File: src/rtl/bfa_pkg.sv
// Shared constants for the block frame allocator.
`default_nettype none
package bfa_pkg;

    // Pool geometry
    localparam int NUM_BLOCKS = 64;
    localparam int ID_BITS    = 8;
    localparam int IDX_W      = $clog2(NUM_BLOCKS);
    localparam int CNT_W      = $clog2(NUM_BLOCKS + 1);

    // Field widths of the channels
    localparam int FIRST_W    = 6;
    localparam int COUNT_W    = 7;
    localparam int CFG_IDX_W  = 2;
    localparam int CFG_DATA_W = 7;

    // Request codes
    localparam logic REQ_ALLOC   = 1'b0;
    localparam logic REQ_RELEASE = 1'b1;

    // Configuration register indexes
    localparam logic [CFG_IDX_W-1:0] REG_PAGING_MODE   = CFG_IDX_W'(0);
    localparam logic [CFG_IDX_W-1:0] REG_BLOCKS_IN_USE = CFG_IDX_W'(1);

    // Reset values of the configuration registers
    localparam logic             PAGING_RESET = 1'b1;
    localparam logic [COUNT_W-1:0] BLOCKS_RESET = COUNT_W'(64);

endpackage : bfa_pkg
`default_nettype wire

File: src/rtl/block_frame_allocator_unit.sv
// Top level of the block frame allocator: owner table, scan sequencer, result register.
//
//  channel | direction | handshake          | beat contents
//  s_      | in        | s_valid / s_ready  | req_type, process_id, block_count
//  m_      | out       | m_valid / m_ready  | granted, first_block, changed_count, used_blocks
//  cfg_    | in        | cfg_valid/cfg_ready| cfg_index, cfg_data
//
// One request scans the owner table one block per cycle on a single compare/count unit.
// Release: reads each block's owner id through the registered id memory read port, drops
// the owned blocks one behind the read, then passes through the final state to the result.
// Allocate: scans at most the managed blocks; it stops early once the request is met.
// Reset marks every block free at once through per-block valid flops; no clearing pass.
// While a result is held by m_ready low, the next request still scans, then waits in the final state with s_ready low.
`default_nettype none
module block_frame_allocator_unit
    import bfa_pkg::*;
(
    input  wire logic                  aclk,
    input  wire logic                  aresetn,
    // request channel
    input  wire logic                  s_valid,
    output logic                       s_ready,
    input  wire logic                  s_req_type,
    input  wire logic [ID_BITS-1:0]    s_process_id,
    input  wire logic [COUNT_W-1:0]    s_block_count,
    // result channel
    output logic                       m_valid,
    input  wire logic                  m_ready,
    output logic                       m_granted,
    output logic [FIRST_W-1:0]         m_first_block,
    output logic [COUNT_W-1:0]         m_changed_count,
    output logic [COUNT_W-1:0]         m_used_blocks,
    // configuration channel
    input  wire logic                  cfg_valid,
    output logic                       cfg_ready,
    input  wire logic [CFG_IDX_W-1:0]  cfg_index,
    input  wire logic [CFG_DATA_W-1:0] cfg_data
);

    typedef enum logic [1:0] {
        ST_IDLE,
        ST_REL,
        ST_ALLOC,
        ST_FIN
    } state_t;

    // control state
    state_t                  state_reg,   state_next;
    logic [NUM_BLOCKS-1:0]   valid_reg,   valid_next;
    logic [CNT_W-1:0]        used_reg,    used_next;
    logic                    paging_reg,  paging_next;
    logic [COUNT_W-1:0]      blocks_reg,  blocks_next;
    logic                    rd_vld_reg,  rd_vld_next;
    logic                    m_valid_reg, m_valid_next;

    // working payload
    logic [ID_BITS-1:0]      pid_reg,     pid_next;
    logic [COUNT_W-1:0]      cnt_reg,     cnt_next;
    logic [CNT_W-1:0]        lim_reg,     lim_next;
    logic [CNT_W-1:0]        idx_reg,     idx_next;
    logic [CNT_W-1:0]        chg_reg,     chg_next;
    logic [IDX_W-1:0]        first_reg,   first_next;
    logic                    grant_reg,   grant_next;
    logic [NUM_BLOCKS-1:0]   pend_reg,    pend_next;

    // result register
    logic                    m_granted_reg, m_granted_next;
    logic [FIRST_W-1:0]      m_first_reg,   m_first_next;
    logic [COUNT_W-1:0]      m_chg_reg,     m_chg_next;
    logic [COUNT_W-1:0]      m_used_reg,    m_used_next;

    // owner id store
    logic [ID_BITS-1:0]      id_mem [NUM_BLOCKS];
    logic [ID_BITS-1:0]      id_rd_reg;
    logic [IDX_W-1:0]        rd_idx_reg;
    logic                    mem_we;
    logic [IDX_W-1:0]        ix;
    logic [CNT_W-1:0]        limit;

    assign ix = idx_reg[IDX_W-1:0];

    // Clamp the managed count to the pool size
    always_comb begin
        if (CNT_W'(blocks_reg) > CNT_W'(NUM_BLOCKS)) begin
            limit = CNT_W'(NUM_BLOCKS);
        end else begin
            limit = CNT_W'(blocks_reg);
        end
    end

    // Sequencer and scan unit
    always_comb begin
        state_next     = state_reg;
        valid_next     = valid_reg;
        used_next      = used_reg;
        paging_next    = paging_reg;
        blocks_next    = blocks_reg;
        rd_vld_next    = 1'b0;
        m_valid_next   = m_valid_reg && !m_ready;
        pid_next       = pid_reg;
        cnt_next       = cnt_reg;
        lim_next       = lim_reg;
        idx_next       = idx_reg;
        chg_next       = chg_reg;
        first_next     = first_reg;
        grant_next     = grant_reg;
        pend_next      = pend_reg;
        m_granted_next = m_granted_reg;
        m_first_next   = m_first_reg;
        m_chg_next     = m_chg_reg;
        m_used_next    = m_used_reg;
        mem_we         = 1'b0;

        unique case (state_reg)
            ST_IDLE: begin
                if (s_valid) begin
                    pid_next   = s_process_id;
                    cnt_next   = s_block_count;
                    lim_next   = limit;
                    idx_next   = '0;
                    chg_next   = '0;
                    first_next = '0;
                    grant_next = 1'b0;
                    pend_next  = '0;
                    if (s_req_type == REQ_RELEASE) begin
                        state_next = ST_REL;
                    end else if (s_block_count == '0) begin
                        state_next = ST_FIN;
                    end else begin
                        state_next = ST_ALLOC;
                    end
                end
            end

            ST_REL: begin
                // issue the id read for the next block
                if (idx_reg != CNT_W'(NUM_BLOCKS)) begin
                    rd_vld_next = 1'b1;
                    idx_next    = idx_reg + CNT_W'(1);
                end
                // drop blocks owned by the process, one behind the read
                if (rd_vld_reg && valid_reg[rd_idx_reg] && (id_rd_reg == pid_reg)) begin
                    valid_next[rd_idx_reg] = 1'b0;
                    chg_next               = chg_reg + CNT_W'(1);
                end
                if (idx_reg == CNT_W'(NUM_BLOCKS)) begin
                    used_next  = used_reg - chg_next;
                    grant_next = 1'b1;
                    state_next = ST_FIN;
                end
            end

            ST_ALLOC: begin
                if (idx_reg == lim_reg) begin
                    // ran out of managed blocks: nothing changes
                    chg_next   = '0;
                    first_next = '0;
                    state_next = ST_FIN;
                end else begin
                    idx_next = idx_reg + CNT_W'(1);
                    if (valid_reg[ix]) begin
                        // without paging, a used block breaks a contiguous run
                        if (!paging_reg) begin
                            pend_next = '0;
                            chg_next  = '0;
                        end
                    end else begin
                        // reserve the free block; its id is only seen once valid
                        mem_we        = 1'b1;
                        pend_next[ix] = 1'b1;
                        if (chg_reg == '0) begin
                            first_next = ix;
                        end
                        chg_next = chg_reg + CNT_W'(1);
                        if (chg_next == CNT_W'(cnt_reg)) begin
                            valid_next = valid_reg | pend_next;
                            used_next  = used_reg + chg_next;
                            grant_next = 1'b1;
                            state_next = ST_FIN;
                        end
                    end
                end
            end

            ST_FIN: begin
                // hold until the result register is free
                if (!m_valid_reg || m_ready) begin
                    m_valid_next   = 1'b1;
                    m_granted_next = grant_reg;
                    m_first_next   = FIRST_W'(first_reg);
                    m_chg_next     = COUNT_W'(chg_reg);
                    m_used_next    = COUNT_W'(used_reg);
                    state_next     = ST_IDLE;
                end
            end

            default: begin
                state_next = ST_IDLE;
            end
        endcase

        // configuration writes
        if (cfg_valid) begin
            if (cfg_index == REG_PAGING_MODE) begin
                paging_next = cfg_data[0];
            end else if (cfg_index == REG_BLOCKS_IN_USE) begin
                blocks_next = COUNT_W'(cfg_data);
            end
        end
    end

    // Control state and result valid
    always_ff @(posedge aclk) begin
        if (!aresetn) begin
            state_reg   <= ST_IDLE;
            valid_reg   <= '0;
            used_reg    <= '0;
            paging_reg  <= PAGING_RESET;
            blocks_reg  <= BLOCKS_RESET;
            rd_vld_reg  <= 1'b0;
            m_valid_reg <= 1'b0;
        end else begin
            state_reg   <= state_next;
            valid_reg   <= valid_next;
            used_reg    <= used_next;
            paging_reg  <= paging_next;
            blocks_reg  <= blocks_next;
            rd_vld_reg  <= rd_vld_next;
            m_valid_reg <= m_valid_next;
        end
    end

    // Working payload and result fields
    always_ff @(posedge aclk) begin
        pid_reg       <= pid_next;
        cnt_reg       <= cnt_next;
        lim_reg       <= lim_next;
        idx_reg       <= idx_next;
        chg_reg       <= chg_next;
        first_reg     <= first_next;
        grant_reg     <= grant_next;
        pend_reg      <= pend_next;
        m_granted_reg <= m_granted_next;
        m_first_reg   <= m_first_next;
        m_chg_reg     <= m_chg_next;
        m_used_reg    <= m_used_next;
    end

    // Owner id memory: one write port, one registered read port
    always_ff @(posedge aclk) begin
        if (mem_we) begin
            id_mem[ix] <= pid_reg;
        end
        id_rd_reg  <= id_mem[ix];
        rd_idx_reg <= ix;
    end

    assign s_ready         = (state_reg == ST_IDLE);
    assign cfg_ready       = 1'b1;
    assign m_valid         = m_valid_reg;
    assign m_granted       = m_granted_reg;
    assign m_first_block   = m_first_reg;
    assign m_changed_count = m_chg_reg;
    assign m_used_blocks   = m_used_reg;

endmodule : block_frame_allocator_unit
`default_nettype wire

File: config.mk
export PLATFORM = sky130hd
export DESIGN_NAME = block_frame_allocator_unit
export DESIGN_NICKNAME = d
export VERILOG_FILES = /design/src/rtl/bfa_pkg.sv /design/src/rtl/block_frame_allocator_unit.sv
export SDC_FILE = /design/constraint.sdc
export NUM_CORES = 1
export LEC_CHECK = 0
export ABC_AREA = 1
export BUFFER_PORTS_ARGS = -buffer_cell sky130_fd_sc_hd__buf_2
export CAP_MARGIN = 20
export CORE_AREA = 4 4 252 254
export DETAILED_ROUTE_END_ITERATION = 12
export DIE_AREA = 0 0 256 258
export PLACE_DENSITY = 0.64
export SLEW_MARGIN = 20
export SYNTH_ARGS = -nofsm -noshare
export SYNTH_HDL_FRONTEND = slang
export SYNTH_SLANG_ARGS = --single-unit
File: constraint.sdc
create_clock -name aclk -period 10.5 [get_ports aclk]
set_input_delay 2.1 -clock aclk [delete_from_list [all_inputs] [get_ports aclk]]
set_output_delay 2.1 -clock aclk [all_outputs]
set_load 0.02 [all_outputs]
## Word level (Yosys, flattened, before mapping)

Memory sizes are Yosys's and may differ from the RTL's. A register that Yosys moved wholly into a read port is not among the register bits.
Cells that the tools add are included.

- $add $sub $neg: 4
- Order comparisons: 5
- Equality and inequality tests: 22
- Multiplexer cells: 61
- Bitwise operators: 5
- Reduce and logical (&&, ||, !) cells: 28

Operators with widths:

| operator | count |
|---|---|
| $mux W64 | 8 |
| $pmux W64 S2 | 2 |
| $or A64 B64 Y64 | 2 |
| $mux W7 | 12 |
| $and A64 B64 Y64 | 1 |
| $not A64 Y64 | 1 |
| $pmux W7 S3 | 2 |
| $mux W6 | 4 |
| $mux W1 | 18 |
| $ne A2 B2 Y1 const B | 8 |
| $reduce_and A5 Y1 | 3 |
| $add A7 B1 Y7 const B | 2 |
| $eq A7 B7 Y1 | 2 |
| $logic_not A7 Y1 | 2 |
| $lt A6 B7 Y1 const B | 2 |
| $mux W2 | 7 |
| $pmux W7 S2 | 1 |
| $bmux W1 S6 | 2 |
| $demux W1 S6 | 2 |
| $ge A6 B1 Y1 const B | 2 |
| $ne A3 B3 Y1 const B | 4 |
| $pmux W6 S2 | 1 |
| $reduce_and A4 Y1 | 3 |
| $eq A8 B8 Y1 | 1 |
| other kinds (20) | 33 |

- Register bits: 217
- RAM bits: 512
- Input bits: 30
- Output and inout port bits: 24
- Memories kept: 1

Memories:

| memory | words | width | read ports | clocked after Yosys merged registers in | write ports | line | RTL |
|---|---|---|---|---|---|---|---|
| id_mem | 64 | 8 | 1 | 1 | 1 | block_frame_allocator_unit.sv:73 | `logic [ID_BITS-1:0] id_mem [NUM_BLOCKS];` |

## Logic depth before layout (Yosys ltp)

Gate-level depths: netlist (run 1).

- Depth after elaboration: 10
- Gate-level depth with buffers: 33

## Least setup slack after synthesis (run 1)

No wires, ideal clock.

- Path type: input -> register
- Start point: input port s_valid
- End point: register pend_reg[0] (enable)
- Setup time: 0.565 ns
- Arrival time: 6.539 ns
- Required time: 9.935 ns
- Path slack: 3.396 ns
- Cell stages on the path: 2
- Path buffers: 0
- Path through: nor2_1 -> nor3_1

- Cells in the longest elaborated chain, start to end: 2

RTL lines:

| item | line | RTL |
|---|---|---|
| start: declaration | block_frame_allocator_unit.sv:21 | `input wire logic s_valid,` |
| $ne A2 B2 Y1 (no line) | -- |  |
| $reduce_and A4 Y1 (no line) | -- |  |
| end signal: assignment | block_frame_allocator_unit.sv:242 | `pend_reg <= pend_next;` |
| end: declaration | block_frame_allocator_unit.sv:64 | `logic [NUM_BLOCKS-1:0] pend_reg, pend_next;` |

Every way passes these cells.
A chain may end at the register's enable or synchronous reset.

## Final worst setup path (run 1)

- Start point: register idx_reg[1]
- End point: memory id_mem[55][7] (enable)

- Cells in the longest elaborated chain, start to end: 7
- Elaborated cells on any way between the ends: 8

RTL lines:

| item | line | RTL |
|---|---|---|
| start: declaration | block_frame_allocator_unit.sv:60 | `logic [CNT_W-1:0] idx_reg, idx_next;` |
| start signal: assignment | block_frame_allocator_unit.sv:238 | `idx_reg <= idx_next;` |
| $bmux W1 S6 | block_frame_allocator_unit.sv:161 | `if (valid_reg[ix]) begin` |
| $mux W1 (not written as such) | block_frame_allocator_unit.sv:161 |  |
| $mux W1 | block_frame_allocator_unit.sv:161 |  |
| $mux W1 | block_frame_allocator_unit.sv:154 | `if (idx_reg == lim_reg) begin` |
| $mux W1 | block_frame_allocator_unit.sv:114 | `unique case (state_reg)` |
| $mux W1 | block_frame_allocator_unit.sv:251 | `if (mem_we) begin` |
| $mux W1 (not written as such) | block_frame_allocator_unit.sv:252 | `id_mem[ix] <= pid_reg;` |
| end: declaration | block_frame_allocator_unit.sv:73 |  |

Several ways; a longest one is shown, not always the timed one. The select of a mux whose other input is x is not followed.

==> results of run 1 <==
[area by class of cell]
class,instances,area (sq um),area share (%)
Clock buffer,93,2039,6.057
Clock inverter,40,399.1,1.185
Inverter,159,598.1,1.776
Tap cell,790,988.4,2.935
Sequential cell,737,21160,62.84
Timing Repair Buffer,91,550.5,1.635
Multi-Input combinational cell,1476,7936,23.57
[critical path: stages, from the launching register on]
cell,delay (ps)
edfxtp_1,610
inv_2,160
nand3_2,660
inv_2,530
a221oi_1,410
nand2_1,110
nand2_1,110
nand2_1,70
nor2_1,80
nand2_1,160
inv_1,130
nand2_2,70
nor2_2,320
clkinv_2,80
buf_4,430
nor3_1,980
[how the worst max path moves through the flow]
stage,startpoint,end,cells after the start
6_report,idx_reg[1]$_SDFFCE_PN0P_,id_mem[55][7]$_DFFE_PP_,15
5_1_grt,idx_reg[2]$_SDFFCE_PN0P_,id_mem[53][6]$_DFFE_PP_,15
4_1_cts,idx_reg[2]$_SDFFCE_PN0P_,id_mem[0][0]$_DFFE_PP_,15
3_5_place_dp,idx_reg[2]$_SDFFCE_PN0P_,id_mem[0][1]$_DFFE_PP_,15
3_3_place_gp,idx_reg[1]$_SDFFCE_PN0P_,id_mem[57][2]$_DFFE_PP_,15
2_1_floorplan,s_valid,pend_reg[0]$_SDFFCE_PP0P_,2
[cell families after synthesis]
kind of cell	after synthesis	synth area share [%]
and+or+nand+nor	887	12.54
xor gates and xnor gates	21	0.6074
adders and majority gates	16	0.6860
other	1	0.01238
buffers and inverters	304	4.231
AOI/OAI and AO/OA	551	12.04
DFF	737	69.88
[Yosys cell counts (all sizes together)]
| cell | n |
|---|---|
| o22ai | 13 |
| inv | 156 |
| o41ai | 1 |
| a31oi | 24 |
| clkinv | 3 |
| fa | 1 |
| nor3b | 1 |
| o221ai | 5 |
| or4 | 2 |
| a21oi | 151 |
| o2bb2ai | 2 |
| nand4 | 73 |
| o211ai | 8 |
| xor2 | 11 |
| nor4 | 3 |
| conb | 1 |
| dfxtp | 97 |
| a211oi | 5 |
| a22oi | 76 |
| a22o | 57 |
| nand3 | 56 |
| nor3 | 97 |
| o31ai | 28 |
| clkbuf | 57 |
| a221o | 2 |
| nand2 | 450 |
| xnor2 | 10 |
| o2111ai | 2 |
| o21ai | 103 |
| o21a | 6 |
| ha | 15 |
| a2111o | 1 |
| o311a | 8 |
| nor2 | 195 |
| a221oi | 59 |
| edfxtp | 640 |
| or2 | 10 |
| buf | 88 |
[power by group through the flow]
stage	clock [uW]	combinational [uW]	sequential, uW
finish	2660	2860	3890
global route	2830	3060	3910
CTS	2690	2810	3880
detailed placement	0	2800	3940
global placement	0	2780	3930
floorplan	0	1720	3960
[routing by layer]
layer  wire (um)  up-vias
li1            -     9286
met1       34830    10410
met2       39850     1280
met3        8428      212
met4        3303        0
met5           0        -
[per-stage QoR]
stage | cell area (sq um) | util, % | total power (uW) | cells | setup slack [ps]
detailed placement | 31150 | 50.85 | 6737 | 3252 | 5376
floorplan | 30280 | - | 5680 | 2517 | 3396
finish | 33670 | 54.97 | 9416 | 3386 | 5114
CTS | 33590 | 54.83 | 9382 | 3385 | 5328
global placement | 31150 | 50.85 | 6718 | 3252 | 5572
global route | 33670 | 54.97 | 9799 | 3386 | 4967
==> flow_metrics.env, run 1 <==
export IMPL_routed_wl_um=86420
export IMPL_rsz0062_at_grt="no"
export IMPL_io_pins=54
export IMPL_end_kind="register"
export IMPL_pwr_share_comb_pct=30.4
export IMPL_start_util_pct=49.43
export IMPL_setup_viol=0
export IMPL_grt_start_max_net_pins=73
export IMPL_hold_depth=0
export IMPL_use_met1_pct=35.73
export IMPL_relSlewSlack_pct=26.00
export IMPL_whs_endpoint="m_first_block[1]$_DFFE_PP_"
export IMPL_reg2reg_slack_ps=5110
export IMPL_viasPerCell=6.258
export IMPL_clock_root_buffer="clkbuf_16"
export IMPL_clock_sinks=737
export IMPL_grt_busiest_layer="met2"
export IMPL_use_met3_pct=4.550
export IMPL_gr_total_overflow=0
export IMPL_hp_start="first_reg[1]$_SDFFCE_PP0P_"
export IMPL_holdWs_ps=430.0
export IMPL_skew_ps=21.26
export IMPL_cts_setup_buffers=0
export IMPL_first_iter_violations=2608
export IMPL_vias=21188
export IMPL_crit_fanout=64
export IMPL_syn_num_nets=2563
export IMPL_yosysTopAreaCellShare_pct=63.47
export IMPL_worst_pin_slew_ps=1110
export IMPL_critPathArrivalTime_ps=5600
export IMPL_layout_drive_gt1_share_pct=9.746
export IMPL_core_sq_um=61260
export IMPL_critPathRequiredTime_ps=10720
export IMPL_port_buffers=52
export IMPL_fmax_mhz=185.7
export IMPL_fp_dieH_um=258
export IMPL_ys_seq_area_share_pct=69.88
export IMPL_drtAntennaViolNets=0
export IMPL_power_density_nw_per_um2=279.6
export IMPL_cts_hold_buf=0
export IMPL_post_route_drc_count=0
export IMPL_die_area_sq_um=66050
export IMPL_p_int_uw=5969
export IMPL_synth_cells=2517
export IMPL_final_common_cell="edfxtp_1"
export IMPL_p_sw_uw=3447
export IMPL_rr_startpoint="idx_reg[1]$_SDFFCE_PN0P_"
export IMPL_period_minus_slack_ps=5386
export IMPL_nFillCells=4978
export IMPL_grt_pass1_vias=20538
export IMPL_maxCapViolCount=0
export IMPL_clockPowerShare_pct=28.3
export IMPL_die_w_um=256
export IMPL_hold_class="register to register"
export IMPL_rows=91
export IMPL_syn2layout_area_growth_pct=11.21
export IMPL_p_seq_share_pct=41.3
export IMPL_run_status="finished, final reports clean"
export IMPL_cts_tree="done"
export IMPL_final_nets=2585
export IMPL_min_period_over_period_pct=51.29
export IMPL_rr_endpoint="id_mem[55][7]$_DFFE_PP_"
export IMPL_finalHoldViolCount=0
export IMPL_grt_util_met2_pct=40.64
export IMPL_grt_total_usage_pct=25.64
export IMPL_finalWeightedCongestion=0.9385
export IMPL_vdd_drop_max_uv=172.6
export IMPL_synth_seq_cells=737
export IMPL_drtPass1Iterations=8
export IMPL_path_class="register to register"
export IMPL_cts_resized=0
export IMPL_cts_buffers=74
export IMPL_slew_violations=0
export IMPL_grt_pass1_wl_um=129300
export IMPL_clk_path_buf_depth=3
export IMPL_swShare_pct=36.61
export IMPL_htree_num_levels=3
export IMPL_p_leak_uw=0.01142
export IMPL_n_antenna_cell=0
export IMPL_clk_pin_slew_ps=60
export IMPL_reg2regPathDepth=15
export IMPL_synth_area_leaders="edfxtp_1 63%, dfxtp_1 6.4%, nand2_1 5.5%"
export IMPL_final_cell_mix="640 x edfxtp_1, 446 x nand2_1, 194 x nor2_1"
export IMPL_yosys_warnings=0
export IMPL_hpwl_um=51030
export IMPL_avgSynthCellArea_sq_um=12.03
export IMPL_final_setup_tns_ps=0
export IMPL_largest_reg_flops=512
export IMPL_netlist_area_sq_um=30280
export IMPL_synth_top_cell_by_area="edfxtp_1"
export IMPL_start_kind="register"
export IMPL_wire_per_inst_um=25.52
export IMPL_antenna_found_initial=0
export IMPL_clock_latency_ps=610
export IMPL_yosysUniqueCellTypes=50
Note: power is estimated with default switching activity, not from simulation.
==> run 2: changes to the inputs <==
==> constraint.sdc (replaced) <==
create_clock -name aclk -period 5.33 [get_ports aclk]
set_input_delay 1.066 -clock aclk [delete_from_list [all_inputs] [get_ports aclk]]
set_output_delay 1.066 -clock aclk [all_outputs]
set_load 0.02 [all_outputs]
==> run 2 against run 1 <==
Clock-buffer cell count increased by 2. Highest routed layer unchanged. Total power increased by 99%. Final cell count up 2.9%. Global-route usage grew 0.62 points.
==> flow_metrics.env, run 2 (same netlist as run 1, synthesis figures left out) <==
export IMPL_run_status="finished, final reports clean"
export IMPL_core_sq_um=61260
export IMPL_hold_depth=0
export IMPL_hpwl_um=54020
export IMPL_power_density_nw_per_um2=544.8
export IMPL_grt_pass1_vias=20638
export IMPL_cts_setup_buffers=0
export IMPL_reg2reg_slack_ps=740
export IMPL_end_kind="register"
export IMPL_rsz0062_at_grt="no"
export IMPL_clock_latency_ps=630
export IMPL_min_period_over_period_pct=86.16
export IMPL_vias=21365
export IMPL_final_common_cell="edfxtp_1"
export IMPL_hold_class="register to register"
export IMPL_largest_reg_flops=512
export IMPL_clock_root_buffer="clkbuf_16"
export IMPL_first_iter_violations=2257
export IMPL_finalPower_uw=18760
export IMPL_start_kind="register"
export IMPL_grt_pass1_wl_um=132100
export IMPL_seq_area_sq_um=21160
export IMPL_multi_input_area_sq_um=7873
export IMPL_die_w_um=256
export IMPL_grt_busiest_layer="met2"
export IMPL_start_util_pct=49.43
export IMPL_p_leak_uw=0.01199
export IMPL_period_minus_slack_ps=4593
export IMPL_reg2regPathDepth=26
export IMPL_fp_dieH_um=258
export IMPL_cts_resized=0
export IMPL_drtAntennaViolNets=0
export IMPL_io_pins=54
export IMPL_grt_start_max_net_pins=73
export IMPL_slew_violations=0
export IMPL_gr_total_overflow=0
export IMPL_rr_endpoint="used_reg[6]$_SDFFE_PN0P_"
export IMPL_critPathRequiredTime_ps=5880
export IMPL_final_nets=2681
export IMPL_cts_tree="done"
export IMPL_worst_pin_slew_ps=954.3
export IMPL_path_class="register to register"
export IMPL_grt_util_met2_pct=41.03
export IMPL_clock_sinks=737
export IMPL_setup_worst_path_start="rd_idx_reg[1]$_DFF_P_"
export IMPL_crit_fanout=12
export IMPL_crit_end="used_reg[6]$_SDFFE_PN0P_"
export IMPL_use_met3_pct=4.060
export IMPL_cts_hold_buf=0
export IMPL_finalWeightedCongestion=0.9470
export IMPL_final_cell_mix="640 x edfxtp_1, 446 x nand2_1, 194 x nor2_1"
export IMPL_skew_ps=29.38
export IMPL_critPathArrivalTime_ps=5140
export IMPL_antenna_found_initial=0
export IMPL_routed_wl_um=88080
export IMPL_final_setup_tns_ps=0
export IMPL_wire_per_inst_um=25.28
export IMPL_rr_startpoint="rd_idx_reg[1]$_DFF_P_"
export IMPL_relSlewSlack_pct=35.89
export IMPL_fmax_mhz=217.7
export IMPL_die_area_sq_um=66050
export IMPL_maxCapViolCount=0
export IMPL_rows=91
export IMPL_post_route_drc_count=0
export IMPL_nFillCells=5023
export IMPL_port_buffers=52
export IMPL_htree_num_levels=3
export IMPL_cts_buffers=78
export IMPL_finalHoldViolCount=0
export IMPL_grt_total_usage_pct=26.25
export IMPL_clk_pin_slew_ps=60
export IMPL_layout_drive_gt1_share_pct=12.55
export IMPL_setup_viol=0
export IMPL_clk_path_buf_depth=3
export IMPL_vdd_drop_max_uv=363.8
export IMPL_viasPerCell=6.132
export IMPL_use_met1_pct=37.45
export IMPL_syn2layout_area_growth_pct=13.74
export IMPL_n_antenna_cell=0
export IMPL_drtPass1Iterations=7
-- run 2: cell count changes in the layout (fill, tap and decap cells not counted), sizes merged --
cell | before | now
bufinv | 8 | 9
clkinv | 31 | 33
clkbuf | 94 | 95
clkinvlp | 4 | 0
buf | 90 | 183
inv | 156 | 161
-- run 2: metal layers --
layer  routed length (um)  part of all wire [%]
met1                37010                    42
met5                    0                     0
met2                40710                    46
met4                 3251                   3.7
met3                 7110                   8.1
-- run 2: worst max-delay path, stage by stage (launching register included) --
cell,delay (ps)
dfxtp_1,300
buf_4,190
clkinv_1,300
nor2_1,510
o211ai_1,160
nand2_1,90
o21ai_0,110
nand2_1,130
nor2_1,60
nand2_2,230
nand2_2,170
xor2_1,260
inv_1,90
ha_1,280
inv_1,30
o21ai_0,220
inv_1,90
fa_1,430
o21ai_0,220
nand2_1,90
nand2_1,70
a21oi_1,70
nand3_1,100
nand3_1,80
nand2_1,70
inv_1,30
nor2_1,90
-- run 2: area by class of cell --
type / instances / share of cell area, %
Multi-Input combinational cell: 1476 / 22.86
Sequential cell: 737 / 61.44
Clock inverter: 44 / 1.341
Tap cell: 790 / 2.870
Clock buffer: 95 / 6.035
Inverter: 159 / 1.733
Timing Repair Buffer: 183 / 3.720
-- run 2: through the flow --
stage	std cells	cell area (sq um)	utilization, %	hold slack [ps]	setup WS [ps]
2_1_floorplan	2517	30280	-	342.7	756.4
3_3_place_gp	3345	31890	52.06	414.6	719.2
5_1_grt	3484	34440	56.22	433.2	188.7
4_1_cts	3484	34440	56.22	417.9	690.9
6_report	3484	34440	56.22	416.0	737.5
3_5_place_dp	3345	31900	52.08	404.5	731.5
-- run 2: how the worst min path moves through the flow --
| stage | from | to | slack (ps) |
|---|---|---|---|
| floorplan | idx_reg[2]$_SDFFCE_PN0P_ | rd_idx_reg[2]$_DFF_P_ | 340 |
| global placement | first_reg[1]$_SDFFCE_PP0P_ | m_first_block[1]$_DFFE_PP_ | 410 |
| detailed placement | first_reg[1]$_SDFFCE_PP0P_ | m_first_block[1]$_DFFE_PP_ | 400 |
| CTS | first_reg[1]$_SDFFCE_PP0P_ | m_first_block[1]$_DFFE_PP_ | 420 |
| global route | first_reg[0]$_SDFFCE_PP0P_ | m_first_block[0]$_DFFE_PP_ | 430 |
| finish | first_reg[1]$_SDFFCE_PP0P_ | m_first_block[1]$_DFFE_PP_ | 420 |
-- run 2: where the power goes --
part / internal [uW] / switching (uW) / total (uW) / leakage [uW]
sequential: 7290 / 388 / 7680 / 0.00666
clock: 3210 / 2220 / 5440 / 0.00126
combinational: 1460 / 4200 / 5650 / 0.00407
